--- src/rtl/core/fufr_pkg.sv ---
// Shared types and constants of the firmware update frame receiver.
`default_nettype none

package fufr_pkg;

    // Sizes of the flash layout and of the frame buffer
    localparam int unsigned SECTOR_BYTES = 4096;
    localparam int unsigned MAX_PAYLOAD  = 64;
    localparam int unsigned WORD_BYTES   = 8;

    localparam int unsigned SECTOR_AW = $clog2(SECTOR_BYTES);
    localparam int unsigned STORE_AW  = $clog2(MAX_PAYLOAD);
    localparam int unsigned DONE_W    = $clog2(MAX_PAYLOAD + 1);
    localparam int unsigned CNT_W     = $clog2(WORD_BYTES + 1);
    localparam int unsigned LANE_W    = $clog2(WORD_BYTES);
    localparam int unsigned POS_W     = 9;
    localparam int unsigned LEN_W     = 8;
    localparam int unsigned ADDR_W    = 32;
    localparam int unsigned DATA_W    = 8 * WORD_BYTES;

    // Frame bytes
    localparam logic [7:0] BYTE_DATA_SOF  = 8'h03;
    localparam logic [7:0] BYTE_DATA_EOF  = 8'h04;
    localparam logic [7:0] BYTE_BEGIN_SOF = 8'h05;
    localparam logic [7:0] BYTE_BEGIN_EOF = 8'h06;

    // Reply codes
    localparam logic [7:0] REPLY_ACK    = 8'h01;
    localparam logic [7:0] REPLY_ERROR  = 8'h02;
    localparam logic [7:0] REPLY_FINISH = 8'h07;

    // Result kinds carried on tuser
    localparam logic [1:0] KIND_REPLY = 2'd0;
    localparam logic [1:0] KIND_ERASE = 2'd1;
    localparam logic [1:0] KIND_WRITE = 2'd2;

    // Output tdata layout, lowest bit up
    localparam int unsigned TD_REPLY_LSB = 0;
    localparam int unsigned TD_ADDR_LSB  = 8;
    localparam int unsigned TD_DATA_LSB  = TD_ADDR_LSB + ADDR_W;
    localparam int unsigned TD_CNT_LSB   = TD_DATA_LSB + DATA_W;
    localparam int unsigned TD_USED_W    = TD_CNT_LSB + CNT_W;
    localparam int unsigned TDATA_W      = ((TD_USED_W + 7) / 8) * 8;

    // Command from the sequencer to the word assembler
    typedef struct packed {
        logic                wr_en;
        logic [STORE_AW-1:0] wr_addr;
        logic [7:0]          wr_data;
        logic                rd_en;
        logic [STORE_AW-1:0] rd_addr;
        logic [LANE_W-1:0]   rd_lane;
        logic                clr;
    } asm_cmd_t;

    // One result transaction
    typedef struct packed {
        logic [1:0]        kind;
        logic [7:0]        reply;
        logic [ADDR_W-1:0] addr;
        logic [DATA_W-1:0] data;
        logic [CNT_W-1:0]  count;
        logic              last;
    } result_t;

endpackage

`default_nettype wire

--- src/rtl/core/firmware_update_frame_receiver.sv ---
// Top level of the firmware update frame receiver.
`default_nettype none

// Takes one received byte per transaction and deframes begin frames (0x05, size high,
// size low, end byte) and data frames (0x03, length, payload, end byte). The end byte
// of a valid data frame runs a small sequencer around one shared 32-bit adder and the
// payload buffer, which gives out one byte per cycle, and emits write words of up to 8
// bytes each. The block takes no byte while that sequence runs. Results carry the kind
// on tuser and the final result caused by a byte on tlast. The user must write the base
// address only while the block is idle; the block itself does not enforce it.
module firmware_update_frame_receiver (
    input  wire logic                           clk,
    input  wire logic                           rst_n,
    input  wire logic                           cfg_wr_en,
    input  wire logic [31:0]                    cfg_wr_data,   // update_base_address
    input  wire logic                           s_axis_tvalid,
    output logic                                s_axis_tready,
    input  wire logic [7:0]                     s_axis_tdata,  // rx_byte
    output logic                                m_axis_tvalid,
    input  wire logic                           m_axis_tready,
    // reply_byte, flash_address, write_data, write_byte_count, zero pad
    output logic [fufr_pkg::TDATA_W-1:0]        m_axis_tdata,
    output logic [1:0]                          m_axis_tuser,  // result_kind
    output logic                                m_axis_tlast   // last_of_run
);

    typedef enum logic [9:0] {
        S_RX     = 10'b00_0000_0001,
        S_ADDR   = 10'b00_0000_0010,
        S_ERASE  = 10'b00_0000_0100,
        S_WLOAD  = 10'b00_0000_1000,
        S_WDRAIN = 10'b00_0001_0000,
        S_WEMIT  = 10'b00_0010_0000,
        S_OFFSET = 10'b00_0100_0000,
        S_ACK    = 10'b00_1000_0000,
        S_FIN    = 10'b01_0000_0000,
        S_REPLY  = 10'b10_0000_0000
    } state_t;

    typedef enum logic [2:0] {
        PH_IDLE  = 3'b001,
        PH_BEGIN = 3'b010,
        PH_DATA  = 3'b100
    } phase_t;

    state_t                             state_reg, state_next;
    phase_t                             phase_reg, phase_next;
    logic [fufr_pkg::POS_W-1:0]         pos_reg, pos_next;
    logic [fufr_pkg::LEN_W-1:0]         len_reg, len_next;
    logic [fufr_pkg::DONE_W-1:0]        count_reg, count_next;
    logic [15:0]                        size_reg, size_next;
    logic [fufr_pkg::ADDR_W-1:0]        offset_reg, offset_next;
    logic [fufr_pkg::ADDR_W-1:0]        base_reg, base_next;
    logic [fufr_pkg::ADDR_W-1:0]        addr_reg, addr_next;
    logic [fufr_pkg::DONE_W-1:0]        done_reg, done_next;
    logic [fufr_pkg::LANE_W-1:0]        k_reg, k_next;
    logic [7:0]                         reply_reg, reply_next;
    logic                               out_valid_reg, out_valid_next;
    fufr_pkg::result_t                  out_reg, out_next;

    logic [fufr_pkg::ADDR_W-1:0]        add_a, add_b, add_sum;
    logic [fufr_pkg::DONE_W-1:0]        rem;
    logic [fufr_pkg::CNT_W-1:0]         cnt;
    logic [fufr_pkg::DONE_W-1:0]        done_sum;
    logic [fufr_pkg::DONE_W-1:0]        rd_idx;
    logic                               in_xact;
    logic                               out_free;
    logic                               emit;
    fufr_pkg::result_t                  res;
    fufr_pkg::asm_cmd_t                 cmd;
    logic [fufr_pkg::DATA_W-1:0]        word;

    fufr_word_asm u_word_asm (
        .clk   (clk),
        .rst_n (rst_n),
        .cmd   (cmd),
        .word  (word)
    );

    assign in_xact  = s_axis_tvalid && s_axis_tready;
    assign out_free = !out_valid_reg || m_axis_tready;
    assign add_sum  = add_a + add_b;

    // Bytes left in the frame and size of the current write word
    assign rem      = fufr_pkg::DONE_W'(len_reg) - done_reg;
    assign cnt      = (rem > fufr_pkg::DONE_W'(fufr_pkg::WORD_BYTES)) ?
                      fufr_pkg::CNT_W'(fufr_pkg::WORD_BYTES) : rem[fufr_pkg::CNT_W-1:0];
    assign done_sum = done_reg + fufr_pkg::DONE_W'(cnt);
    assign rd_idx   = done_reg + fufr_pkg::DONE_W'(k_reg);

    // Shared adder operand select
    always_comb
    begin
        case (state_reg)
            S_WEMIT:
            begin
                add_a = addr_reg;
                add_b = fufr_pkg::ADDR_W'(done_reg);
            end
            S_OFFSET:
            begin
                add_a = offset_reg;
                add_b = fufr_pkg::ADDR_W'(len_reg);
            end
            default:
            begin
                add_a = base_reg;
                add_b = offset_reg;
            end
        endcase
    end

    always_comb
    begin
        state_next  = state_reg;
        phase_next  = phase_reg;
        pos_next    = pos_reg;
        len_next    = len_reg;
        count_next  = count_reg;
        size_next   = size_reg;
        offset_next = offset_reg;
        base_next   = base_reg;
        addr_next   = addr_reg;
        done_next   = done_reg;
        k_next      = k_reg;
        reply_next  = reply_reg;
        emit        = 1'b0;
        res         = '0;
        cmd         = '0;
        cmd.wr_addr = count_reg[fufr_pkg::STORE_AW-1:0];
        cmd.wr_data = s_axis_tdata;
        cmd.rd_addr = rd_idx[fufr_pkg::STORE_AW-1:0];
        cmd.rd_lane = k_reg;

        if (cfg_wr_en)
        begin
            base_next = cfg_wr_data;
        end

        case (state_reg)
            S_RX:
            begin
                if (in_xact)
                begin
                    case (phase_reg)
                        PH_BEGIN:
                        begin
                            if (pos_reg == fufr_pkg::POS_W'(1))
                            begin
                                size_next = {s_axis_tdata, 8'h00};
                                pos_next  = fufr_pkg::POS_W'(2);
                            end
                            else if (pos_reg == fufr_pkg::POS_W'(2))
                            begin
                                size_next = {size_reg[15:8], s_axis_tdata};
                                pos_next  = fufr_pkg::POS_W'(3);
                            end
                            else
                            begin
                                if (s_axis_tdata == fufr_pkg::BYTE_BEGIN_EOF)
                                begin
                                    reply_next = fufr_pkg::REPLY_ACK;
                                end
                                else
                                begin
                                    size_next  = '0;
                                    reply_next = fufr_pkg::REPLY_ERROR;
                                end
                                phase_next = PH_IDLE;
                                pos_next   = '0;
                                state_next = S_REPLY;
                            end
                        end
                        PH_DATA:
                        begin
                            if (pos_reg == fufr_pkg::POS_W'(1))
                            begin
                                len_next   = s_axis_tdata;
                                count_next = '0;
                                pos_next   = fufr_pkg::POS_W'(2);
                            end
                            else if (pos_reg < (fufr_pkg::POS_W'(len_reg) + fufr_pkg::POS_W'(2)))
                            begin
                                // Keep the first MAX_PAYLOAD bytes, drop the rest
                                if (count_reg < fufr_pkg::DONE_W'(fufr_pkg::MAX_PAYLOAD))
                                begin
                                    cmd.wr_en  = 1'b1;
                                    count_next = count_reg + fufr_pkg::DONE_W'(1);
                                end
                                pos_next = pos_reg + fufr_pkg::POS_W'(1);
                            end
                            else
                            begin
                                if ((s_axis_tdata == fufr_pkg::BYTE_DATA_EOF) &&
                                    (len_reg <= fufr_pkg::LEN_W'(fufr_pkg::MAX_PAYLOAD)))
                                begin
                                    state_next = S_ADDR;
                                end
                                else
                                begin
                                    reply_next = fufr_pkg::REPLY_ERROR;
                                    state_next = S_REPLY;
                                end
                                phase_next = PH_IDLE;
                                pos_next   = '0;
                                count_next = '0;
                            end
                        end
                        default:
                        begin
                            phase_next = PH_IDLE;
                            if (s_axis_tdata == fufr_pkg::BYTE_DATA_SOF)
                            begin
                                phase_next = PH_DATA;
                                pos_next   = fufr_pkg::POS_W'(1);
                            end
                            else if (s_axis_tdata == fufr_pkg::BYTE_BEGIN_SOF)
                            begin
                                phase_next = PH_BEGIN;
                                pos_next   = fufr_pkg::POS_W'(1);
                            end
                        end
                    endcase
                end
            end
            S_ADDR:
            begin
                addr_next  = add_sum;
                done_next  = '0;
                k_next     = '0;
                state_next = S_ERASE;
            end
            S_ERASE:
            begin
                if (addr_reg[fufr_pkg::SECTOR_AW-1:0] != '0)
                begin
                    state_next = (len_reg == '0) ? S_OFFSET : S_WLOAD;
                end
                else if (out_free)
                begin
                    emit       = 1'b1;
                    res.kind   = fufr_pkg::KIND_ERASE;
                    res.addr   = addr_reg;
                    state_next = (len_reg == '0) ? S_OFFSET : S_WLOAD;
                end
            end
            S_WLOAD:
            begin
                cmd.rd_en = 1'b1;
                cmd.clr   = (k_reg == '0);
                if ((fufr_pkg::CNT_W'(k_reg) + fufr_pkg::CNT_W'(1)) == cnt)
                begin
                    k_next     = '0;
                    state_next = S_WDRAIN;
                end
                else
                begin
                    k_next = k_reg + fufr_pkg::LANE_W'(1);
                end
            end
            S_WDRAIN:
            begin
                state_next = S_WEMIT;
            end
            S_WEMIT:
            begin
                if (out_free)
                begin
                    emit      = 1'b1;
                    res.kind  = fufr_pkg::KIND_WRITE;
                    res.addr  = add_sum;
                    res.data  = word;
                    res.count = cnt;
                    done_next = done_sum;
                    state_next = (fufr_pkg::LEN_W'(done_sum) >= len_reg) ? S_OFFSET : S_WLOAD;
                end
            end
            S_OFFSET:
            begin
                offset_next = add_sum;
                state_next  = S_ACK;
            end
            S_ACK:
            begin
                if (out_free)
                begin
                    emit      = 1'b1;
                    res.reply = fufr_pkg::REPLY_ACK;
                    if (offset_reg == fufr_pkg::ADDR_W'(size_reg))
                    begin
                        state_next = S_FIN;
                    end
                    else
                    begin
                        res.last   = 1'b1;
                        state_next = S_RX;
                    end
                end
            end
            S_FIN:
            begin
                if (out_free)
                begin
                    emit       = 1'b1;
                    res.reply  = fufr_pkg::REPLY_FINISH;
                    res.last   = 1'b1;
                    state_next = S_RX;
                end
            end
            S_REPLY:
            begin
                if (out_free)
                begin
                    emit       = 1'b1;
                    res.reply  = reply_reg;
                    res.last   = 1'b1;
                    state_next = S_RX;
                end
            end
            default:
            begin
                state_next = S_RX;
            end
        endcase
    end

    // Output register: load on a new result, otherwise drop after the transaction
    always_comb
    begin
        out_valid_next = out_valid_reg;
        out_next       = out_reg;
        if (emit)
        begin
            out_valid_next = 1'b1;
            out_next       = res;
        end
        else if (m_axis_tready)
        begin
            out_valid_next = 1'b0;
        end
    end

    always_ff @(posedge clk or negedge rst_n)
    begin
        if (!rst_n)
        begin
            state_reg     <= S_RX;
            phase_reg     <= PH_IDLE;
            pos_reg       <= '0;
            len_reg       <= '0;
            count_reg     <= '0;
            size_reg      <= '0;
            offset_reg    <= '0;
            base_reg      <= '0;
            out_valid_reg <= 1'b0;
        end
        else
        begin
            state_reg     <= state_next;
            phase_reg     <= phase_next;
            pos_reg       <= pos_next;
            len_reg       <= len_next;
            count_reg     <= count_next;
            size_reg      <= size_next;
            offset_reg    <= offset_next;
            base_reg      <= base_next;
            out_valid_reg <= out_valid_next;
        end
    end

    always_ff @(posedge clk)
    begin
        addr_reg  <= addr_next;
        done_reg  <= done_next;
        k_reg     <= k_next;
        reply_reg <= reply_next;
        out_reg   <= out_next;
    end

    assign s_axis_tready = (state_reg == S_RX);
    assign m_axis_tvalid = out_valid_reg;
    assign m_axis_tuser  = out_reg.kind;
    assign m_axis_tlast  = out_reg.last;
    assign m_axis_tdata  = {{(fufr_pkg::TDATA_W - fufr_pkg::TD_USED_W){1'b0}},
                            out_reg.count, out_reg.data, out_reg.addr, out_reg.reply};

endmodule

`default_nettype wire

--- src/rtl/core/fufr_word_asm.sv ---
// Payload buffer and little-endian assembly of flash write words.
`default_nettype none

module fufr_word_asm (
    input  wire logic                            clk,
    input  wire logic                            rst_n,
    input  wire fufr_pkg::asm_cmd_t              cmd,
    output logic [fufr_pkg::DATA_W-1:0]          word
);

    logic [7:0]                      store_mem [fufr_pkg::MAX_PAYLOAD];
    logic [7:0]                      rd_byte_reg;
    logic [fufr_pkg::LANE_W-1:0]     lane_reg;
    logic                            fill_reg;
    logic [fufr_pkg::DATA_W-1:0]     word_reg;
    logic [fufr_pkg::DATA_W-1:0]     word_next;

    always_ff @(posedge clk)
    begin
        if (cmd.wr_en)
        begin
            store_mem[cmd.wr_addr] <= cmd.wr_data;
        end
        if (cmd.rd_en)
        begin
            rd_byte_reg <= store_mem[cmd.rd_addr];
        end
        lane_reg <= cmd.rd_lane;
        word_reg <= word_next;
    end

    always_ff @(posedge clk or negedge rst_n)
    begin
        if (!rst_n)
        begin
            fill_reg <= 1'b0;
        end
        else
        begin
            fill_reg <= cmd.rd_en;
        end
    end

    // Clear on the first read of a word; drop each byte into its lane from the registered read byte
    always_comb
    begin
        word_next = word_reg;
        if (cmd.clr)
        begin
            word_next = '0;
        end
        for (int i = 0; i < fufr_pkg::WORD_BYTES; i++)
        begin
            if (fill_reg && (lane_reg == fufr_pkg::LANE_W'(i)))
            begin
                word_next[8*i +: 8] = rd_byte_reg;
            end
        end
    end

    assign word = word_reg;

endmodule

`default_nettype wire

--- config.mk ---
export PLATFORM = sky130hd
export DESIGN_NAME = firmware_update_frame_receiver
export DESIGN_NICKNAME = d
export VERILOG_FILES = /design/src/rtl/core/fufr_pkg.sv /design/src/rtl/core/firmware_update_frame_receiver.sv /design/src/rtl/core/fufr_word_asm.sv
export SDC_FILE = /design/constraint.sdc
export NUM_CORES = 1
export LEC_CHECK = 0
export BUFFER_PORTS_ARGS = -buffer_cell sky130_fd_sc_hd__clkbuf_2
export CORE_ASPECT_RATIO = 1.5
export CORE_MARGIN = 1.5
export CORE_UTILIZATION = 56
export CTS_CLUSTER_SIZE = 16
export DETAILED_ROUTE_END_ITERATION = 10
export PLACE_DENSITY_LB_ADDON = 0.05
export SLEW_MARGIN = 20
export SYNTH_ARGS = -nofsm -noshare
export SYNTH_HDL_FRONTEND = slang
export SYNTH_SLANG_ARGS = --single-unit
--- constraint.sdc ---
create_clock -name clk -period 6.9 [get_ports clk]
set_clock_uncertainty 0.1 [all_clocks]
set_input_delay 0.345 -clock clk [delete_from_list [all_inputs] [get_ports clk]]
set_output_delay 0.345 -clock clk [all_outputs]
set_load 0.03 [all_outputs]
## Yosys cells after proc, flatten, opt, wreduce, memory -nomap -nowiden

Memory sizes are Yosys's and may differ from the RTL's. A register that Yosys moved wholly into a read port is not among the register bits.
Cells that the tools add are included.

| cells by class | value |
|---|---|
| eq/ne operators | 47 |
| muxes and demuxes | 90 |
| add/sub/neg operators | 9 |
| reductions and logical operators | 41 |
| $lt $le $gt $ge | 5 |

Operators with widths:

| cell | number |
|---|---|
| 32-bit case mux with 2 select lines | 3 |
| 10-bit two-way mux | 12 |
| 8-bit two-way mux | 14 |
| 100-bit two-way mux | 1 |
| 10-bit case mux with 9 select lines | 1 |
| 32-bit two-way mux | 2 |
| 64-bit two-way mux | 1 |
| 16-bit two-way mux | 3 |
| 9-bit two-way mux | 5 |
| 7-bit two-way mux | 6 |
| 32-bit adder | 1 |
| 32-bit by 16-bit == test with 1-bit output | 1 |
| 8-bit by 3-bit == test with 1-bit output (second input constant) | 3 |
| 8-bit case mux with 3 select lines | 1 |
| 2-bit nonzero test | 12 |
| 3-bit two-way mux | 7 |
| 2-bit inequality test (second input constant) | 10 |
| 10-bit case mux with 2 select lines | 1 |
| 1-bit two-way mux | 18 |
| 3-bit inequality test (second input constant) | 6 |
| 9-bit case mux with 2 select lines | 1 |
| 8-bit case mux with 2 select lines | 1 |
| 3-bit == test (second input constant) | 5 |
| 7-bit case mux with 2 select lines | 1 |
| other kinds (53) | 76 |

| storage, ports and cells | value |
|---|---|
| register bits | 347 |
| memories kept | 1 |
| bits of input ports | 45 |
| word-level logic and storage cells | 223 |
| memory bits (writable) | 512 |

Memories:

| memory | depth | width | read ports | clocked after memory_dff | write ports | line | text |
|---|---|---|---|---|---|---|---|
| u_word_asm.store_mem | 64 | 8 | 1 | 1 | 1 | fufr_word_asm.sv:11 | `logic [7:0] store_mem [fufr_pkg::MAX_PAYLOAD];` |

## Depth between registers and ports, before layout

Gate-level depths: netlist of run 1.

| depth | value |
|---|---|
| depth in word-level cells | 9 |
| mapped depth | 21 |
| mapped depth without buffers | 21 |

## By module

A second synthesis of run 1 with hierarchy kept.

| unflattened totals | value |
|---|---|
| cells, all modules | 2,463 |
| area total of the unflattened synthesis | 37,319.5 um2 |

Modules (own cells, without submodules):

| module | cells an instance | instances | sequential area each (um2) | area each (um2) |
|---|---|---|---|---|
| fufr_word_asm | 1,108 | 1 | 17,621.9 | 22,844.4 |
| firmware_update_frame_receiver | 1,355 | 1 | 7,459.7 | 14,475.1 |

## Least setup slack after synthesis of run 1

No wires, ideal clock.

| timing | value |
|---|---|
| path kind | register to register |
| start point | reg state_reg[5] |
| end point | reg out_reg, in the netlist m_axis_tdata[0] (enable) |
| period minus slack after synthesis | 6.470 ns |
| setup slack | 0.430 ns |
| required time | 6.228 ns |
| arrival | 5.797 ns |
| setup time | 0.572 ns |
| buffers on the path | 0 |
| stages on the path, launching flop included | 6 |
| path through | dfrtp_1 nor4_2 nand3_1 nor3b_1 nor4b_1 nor2_1 |

| on the way | value |
|---|---|
| longest elaborated chain between the ends | 3 |
| elaborated cells between the ends (all ways) | 7 |
| those cells by class | eq/ne: 5; mux: 1; reduce/logical: 1 |

Ends and longest elaborated chain:

| element | line | text |
|---|---|---|
| start, declared | firmware_update_frame_receiver.sv:46 | `state_t state_reg, state_next;` |
| start signal, assigned | firmware_update_frame_receiver.sv:359 | `state_reg <= state_next;` |
| 10-bit == test (tied with other cells) | firmware_update_frame_receiver.sv:140 | `case (state_reg)` |
| 4-bit OR reduction (no source line) | n/a |  |
| 1-bit case mux with 2 select lines * | firmware_update_frame_receiver.sv:140 |  |
| named net emit | firmware_update_frame_receiver.sv:68 | `logic emit;` |
| end signal, assigned | firmware_update_frame_receiver.sv:377 | `out_reg <= out_next;` |
| end, declared | firmware_update_frame_receiver.sv:59 | `fufr_pkg::result_t out_reg, out_next;` |

The timed path passes the listed nets; every way through them passes the cells marked *.
A chain may end at the register's enable or synchronous reset.

==> results.md, run 1 <==
* Setup TNS at 0 ns
* Ys flop type: edfxtp_1
* Synth top area share at 0.597
* DRT iter0 DRCs at between 1500 and 2000
* Hold wc startpoint: s_axis_tdata[5]
* Unrepaired setup endpoints after global routing: no
* Post-DP Area at just under 0.04 mm^2
* Synth top area cells: edfxtp_1 60%, mux4_2 10%, dfrtp_1 7.9%
* Max-cap violations at 0
* Die Height at 318 um
* Share of cells above drive strength 1 at 0.221
* Final HPWL DP at between 50000 and 60000 um
* Number of global-route vias before repair at 21080
* Critical Path End: m_axis_tdata[39]
* # hold bufs at CTS at 33
* Yosys reg bits at about 860
* Number of synthesized flops with an enable pin at around 730
* Post-synthesis sequential area ratio at 0.679
* Final Hold Viols at 0
* Largest net degree at the start of global routing at around 110
* Synth unique cells at 87
* Met2 Wirelength at roughly 46000 um
* Hold Crit Class: input port to flip-flop
* Reg-to-reg endpoint: m_axis_tdata[39]
* Synth cell count leaders: 734 x edfxtp_1, 190 x nand2_1, 168 x mux4_2
* CP peak stage delay at 0.82 ns
* M1 wire length at 31700 um
* Synthesis-to-layout area growth at 12.6%
* Routed WL at between 80000 and 90000 um
* First-pass GRT wire length at ~130000 um
* Worst r2r src: state_reg[4]
* Final instance area at between 0.04 and 0.05 mm^2
* Critical-path maximum fanout at 111
* Crit path top cell by count: a21oi_1
* Post-CTS Resized at 0
* R2R Setup Slk at ~1.7 ns
* Core Region at between 0.06 and 0.07 mm^2
* Bufs on Longest Clock Path at 3
* Mapped Area at 0.0369 mm^2
* WP data required at 7.21 ns
* Worst vdd ir at ~260 uV
* Worst-case reg-to-reg path depth at 16
* Metal3 WL at approximately 3700 um
* Antenna violations before repair at 1
* Post-Syn Instances at 2317
* # H-tree levels at 3
* Power Total at around 11 mW
* Highest clock rate at 191 MHz
* CTS Root Cell: clkbuf_16
* FP Rows at roughly 120
* WL per Instance at 24.7 um
* Leakage at between 15 and 20 nW
* Post-synth top area cell: edfxtp_1
* Setup-failing EPs final at 0
* Placer Congestion at around 0.9
* Relative slew margins at 0.301
* Worst-Margin Slew at between 1 and 1.5 ns
* CTS Buf Count at 80
* Max reg flops at about 510
* Crit Path Category: flip-flop to flip-flop
* Starting Density at 0.564
* DRC at 0
* Post-CTS Setup Bufs at 0
* YS warnings at 0
* Overflow left after global routing at 0
* Mapped Avg Cell Area at between 15 and 20 um^2
* DR vias/cell at 6.00
* WP data arrival at ~5.5 ns
* Startpoint class of the critical path: flip-flop
* Top-count cell post-synth: edfxtp_1
* Ys async rst share at 0.139
* Reg clk slew, reported paths at approximately 0.060 ns
* Top Metal Used: met5
* I/O pin count at between 150 and 200
* Fin. max-slew vios at 0
* I/O Buffers at between 150 and 200
* DRT Pass-1 Iters at 5
* Worst-Skew Late Latency at between 0.6 and 0.7 ns
* Status: completed
* Ant diodes at 0
* Final period util at 0.759
* Pwr/cell area at approximately 270 mW/mm^2
* Via count at slightly above 20000
* Die width at between 200 and 250 um
* Layout Nets at 2627
* Slowest CP cell: buf_4
* CTS Sinks at 856
* Total global-route track usage at 0.259
* CP Cell Sequence: nor4_1 -> nand3_1 -> nor3_4 -> buf_4 -> a22oi_1 -> nand2_1 -> ha_1 -> a21o_1 -> a21oi_1 -> o21ai_0 -> a21oi_2 -> o41ai_2 -> a21oi_1 -> nor3_1 -> nor3_2 -> a22o_1
* Tmin final at approximately 5.2 ns
* Worst Setup End Kind: flip-flop
* Critical path startpoint: state_reg[4]
* Die area at 0.0675 mm^2
* CTS tree: built
* ANT nets after route at 0
## worst min path at each step
| stage | endpoint | cells past startpoint |
|---|---|---|
| 2_1_floorplan | base_reg[0] | 0 |
| 3_3_place_gp | phase_reg[2] | 2 |
| 3_5_place_dp | size_reg[0] | 2 |
| 4_1_cts | count_reg[6] | 4 |
| 5_1_grt | u_word_asm.store_mem[1][5] | 2 |
| 6_report | u_word_asm.store_mem[1][5] | 2 |
## worst max-delay path, delay by kind of cell, from the launching register on
| family | cells | cell delay (ns) |
|---|---|---|
| adder cells (fa/ha/maj) | 1 | 0.20 |
| AO/OA/AOI/OAI | 8 | 1.89 |
| flip-flops | 1 | 0.43 |
| buffers and inverters | 1 | 0.82 |
| AND/OR/NAND/NOR | 6 | 1.53 |
## cells by family after synthesis
kind of cell             count (synthesis)  synth area share
XOR/XNOR                                64            0.0154
buffers and inverters                  168            0.0183
AND/OR/NAND/NOR                        657            0.0902
multiplexers                           221             0.119
other                                    1          0.000102
adder cells (fa/ha/maj)                 69            0.0242
AO/OA/AOI/OAI                          281            0.0539
flip-flops                             856             0.679
## layout make-up
cell class                      count  area (um^2)
Sequential cell                   856        25100
Fill cell                        4686        23900
Multi-Input combinational cell   1301        11300
Clock buffer                      113         2230
Timing Repair Buffer              220         1380
Tap cell                          877         1100
Clock inverter                     32          303
Inverter                           54          203
## through the flow
stage,worst slack (ns),std cells,util,hold slack (ns)
5_1_grt,1.15,3453,0.635,0.0835
6_report,1.66,3453,0.635,0.0771
2_1_floorplan,0.430,2325,-,-0.0506
3_3_place_gp,1.82,3275,0.591,0.372
4_1_cts,1.69,3453,0.635,0.0376
3_5_place_dp,1.74,3275,0.591,0.394
## routing by layer
metal / vias to the layer above / GRT usage
li1: 9354 / -
met1: 10548 / 0.304
met2: 638 / 0.468
met3: 164 / 0.0327
met4: 2 / 0.122
met5: - / 0
## power by group
part / internal (mW) / total [mW] / switching (mW)
Sequential: 5.82 / 5.88 / 0.0672
Clock: 2.42 / 4.31 / 1.89
Combinational: 0.221 / 0.900 / 0.679
Total: 8.46 / 11.1 / 2.64
## cell usage in the layout, fill, tap and decap left out, drive strengths merged, types with 7 or more instances in the layout
cell	instances
clkbuf	264
a31oi	7
dlygate4sd3	33
nor3	21
nand4	16
a21oi	56
a22oi	32
xnor2	35
a21o	30
nand2	190
mux4	168
clkinv	23
nor3b	7
nor2b	13
o221ai	8
conb	9
o31ai	7
and2	77
dfrtp	117
nor4	19
edfxtp	734
ha	65
o21bai	7
nand3	32
xor2	29
o21ai	73
mux2	52
a22o	25
nand3b	7
nand2b	19
nor2	134
and3	99
buf	36
inv	58
(Power assumes the default switching activity.)
==> inputs of run 2 (changes only) <==
==> constraint.sdc (replaced) <==
create_clock -name clk -period 4.26 [get_ports clk]
set_clock_uncertainty 0.1 [all_clocks]
set_input_delay 0.213 -clock clk [delete_from_list [all_inputs] [get_ports clk]]
set_output_delay 0.213 -clock clk [all_outputs]
set_load 0.03 [all_outputs]
==> run 2 against run 1 <==
- the flow now finishes with violations (negative setup slack)
- via count grew 3.6%
- fmax rose by 21%
- sequential power grew 62%
- register-to-register slack lost 1.7 ns
- core utilization grew 3.4 points
- clock power grew 71%
- critical path depth grew 6
- sequential cell count stayed put
- global-route usage is 1.1 points higher
- non-clock buffer count grew 189
- first-iteration DRC count up 4.7%
- final cell count increased by 5.5%
- critical path type unchanged
- critical endpoint is now state_reg[6]
- largest cell class unchanged
==> results.md, run 2 (synthesis gave the netlist of run 1 again) <==
* Reg clk slew, reported paths at 0.07 ns (about the same)
* Worst Setup End Kind: flip-flop
* ANT nets after route at 0 (unchanged)
* Worst-Skew Late Latency at 0.64 ns (about the same)
* Placed cells at 3440 (+5.0%)
* Power Total at 18.5 mW (+66%)
* Tmin final at 4.33 ns (-0.908 ns)
* Commonest non-fill, non-tap cell in the layout: edfxtp_1
* Highest clock rate at 231 MHz (+21%)
* Starting Density at 0.564 (unchanged)
* Synthesis-to-layout area growth at 18.7%
* Final period util at 1.02 (+0.257)
* Relative slew margins at 0.341 (+0.0403)
* Worst vdd ir at 423 uV (+64%)
* Total global-route track usage at 0.270 (+0.0110)
* GR Util met2 at 0.487 (+0.0190)
* FP Rows at 115 (unchanged)
* Share of cells above drive strength 1 at 0.301 (+0.0797)
* First-pass GRT wire length at 135000 um (+4.5%)
* Met3 Use GR at 0.0319 (-0.000790)
* Status: finished with violations
* Via count at 21448 (+3.6%)
* Pwr/cell area at 421 mW/mm^2 (+58%)
* Placer Congestion at 0.917 (-0.59%)
* Met1 global-route usage at 0.323 (+0.0191)
* Setup-failing EPs final at 3 (+3)
* Number of global-route vias before repair at 22139 (+5.0%)
* DRC at 0 (unchanged)
* Post-DP Area at 0.0401 mm^2 (+3.5%)
* WP data required at 4.68 ns (-2.53 ns)
* Largest net degree at the start of global routing at 88 (-21%)
* Core Region at 0.0655 mm^2 (unchanged)
* Final instance area at 0.0438 mm^2 (+5.4%)
* Overflow left after global routing at 0 (unchanged)
* # H-tree levels at 3 (unchanged)
* Die Height at 318 um (unchanged)
* Die width at 213 um (unchanged)
* CTS Root Cell: clkbuf_16
* Fin. max-slew vios at 0 (unchanged)
* WL per Instance at 24.6 um (-0.63%)
* Grt peak-use layer: met2
* Die area at 0.0675 mm^2 (unchanged)
* DR vias/cell at 5.89 (-1.8%)
* Bufs on Longest Clock Path at 3 (unchanged)
* Antenna violations before repair at 4 (+3)
* CTS tree: built
* Critical-path maximum fanout at 4 (-96%)
* CTS Buf Count at 79 (-1.3%)
* Leakage at 16.4 nW (+8.1%)
* I/O pin count at 162 (unchanged)
* Crit Path Category: flip-flop to flip-flop
* Startpoint class of the critical path: flip-flop
* Routed WL at 89500 um (+4.8%)
* Final HPWL DP at 60700 um (+6.3%)
* CTS Sinks at 856 (unchanged)
* Max-cap violations at 0 (unchanged)
* Setup ws final at -0.0687 ns (-1.73 ns)
* Final Hold Viols at 0 (unchanged)
* DRT Pass-1 Iters at 5 (unchanged)
* Hold Crit Class: input port to flip-flop
* DRT iter0 DRCs at 1870 (+4.7%)
* I/O Buffers at 152 (unchanged)
* WHS at 0.0910 ns (+0.0138 ns)
* Failing checks: negative setup slack
* Max reg flops at 512 (unchanged)
* Unrepaired setup endpoints after global routing: yes
* Most frequent cells in the layout: 734 x edfxtp_1, 197 x buf_4, 183 x nand2_1, 168 x mux4_2, 151 x clkbuf_2
* WP data arrival at 4.75 ns (-0.79 ns)
* Worst-Margin Slew at 0.974 ns (-0.0632 ns)
* Final Non-Filler Cells at 3643 (+5.5%)
* R2R Setup Slk at -0.07 ns (-1.73 ns)
* Layout Nets at 2815 (+7.2%)
[run 2: stage by stage]
| stage | util | TNS (ns) | setup WS (ns) |
|---|---|---|---|
| 6_report | 0.670 | -0.122 | -0.0687 |
| 5_1_grt | 0.670 | -1.73 | -0.257 |
| 4_1_cts | 0.661 | -0.0901 | -0.0674 |
| 3_5_place_dp | 0.612 | -0.821 | -0.187 |
| 3_3_place_gp | 0.612 | -0.126 | -0.0968 |
| 2_1_floorplan | - | -0.00671 | -0.00671 |
[run 2: metal layers]
metal | wire length [um] | part of all wire
met5 | 26 | 0.00029
met2 | 48200 | 0.54
met3 | 3560 | 0.040
met4 | 3850 | 0.043
met1 | 33900 | 0.38
[run 2: power breakdown]
group,total [mW],internal [mW],switching [mW]
combinational,1.59,0.446,1.14
sequential,9.52,9.42,0.107
clock,7.35,4.23,3.12
[run 2: what timing repair did]
action,4_1_cts,5_1_grt
pin swaps,19,36
hold endpoints to repair,131,0
cloned,0,1
hold buffers,37,0
setup endpoints to repair,12,40
buffers inserted,5,14
gates resized for setup,22,78
[run 2: critical path: stages, from the launching register on]
cell       delay (ns)
dfrtp_1          0.40
inv_2            0.09
ha_4             0.13
inv_2            0.04
fa_2             0.35
buf_4            0.14
a21o_1           0.15
nand2_2          0.08
a21oi_1          0.04
o211a_1          0.26
o221ai_4         0.22
nor2_1           0.07
ha_1             0.37
nand2_2          0.09
o41ai_4          0.27
a21oi_1          0.13
or3_1            0.38
nand2_1          0.08
ha_1             0.22
a21o_1           0.19
a21oi_2          0.17
a2bb2oi_2        0.15
nor3b_2          0.06
[run 2: final cells by class]
class / instances / area (um^2)
inverter: 54 / 203
sequential: 856 / 25100
timing repair buffer: 409 / 3010
multi-input combinational: 1301 / 11700
tap: 877 / 1100
clock inverter: 54 / 604
fill: 4513 / 21600
antenna: 1 / 2.50
clock buffer: 91 / 2090
[run 2: path summary, 6_finish.rpt]
path,startpoint,end,cells after the start
worst max register to register,len_reg[0],state_reg[6],22
min in group asynchronous,rst_n,base_reg[29],2
worst max-delay path,len_reg[0],state_reg[6],22
worst min-delay path,s_axis_tdata[1],size_reg[1],3
worst min register to register,size_reg[5],size_reg[5],2
max in group asynchronous,rst_n,base_reg[10],3
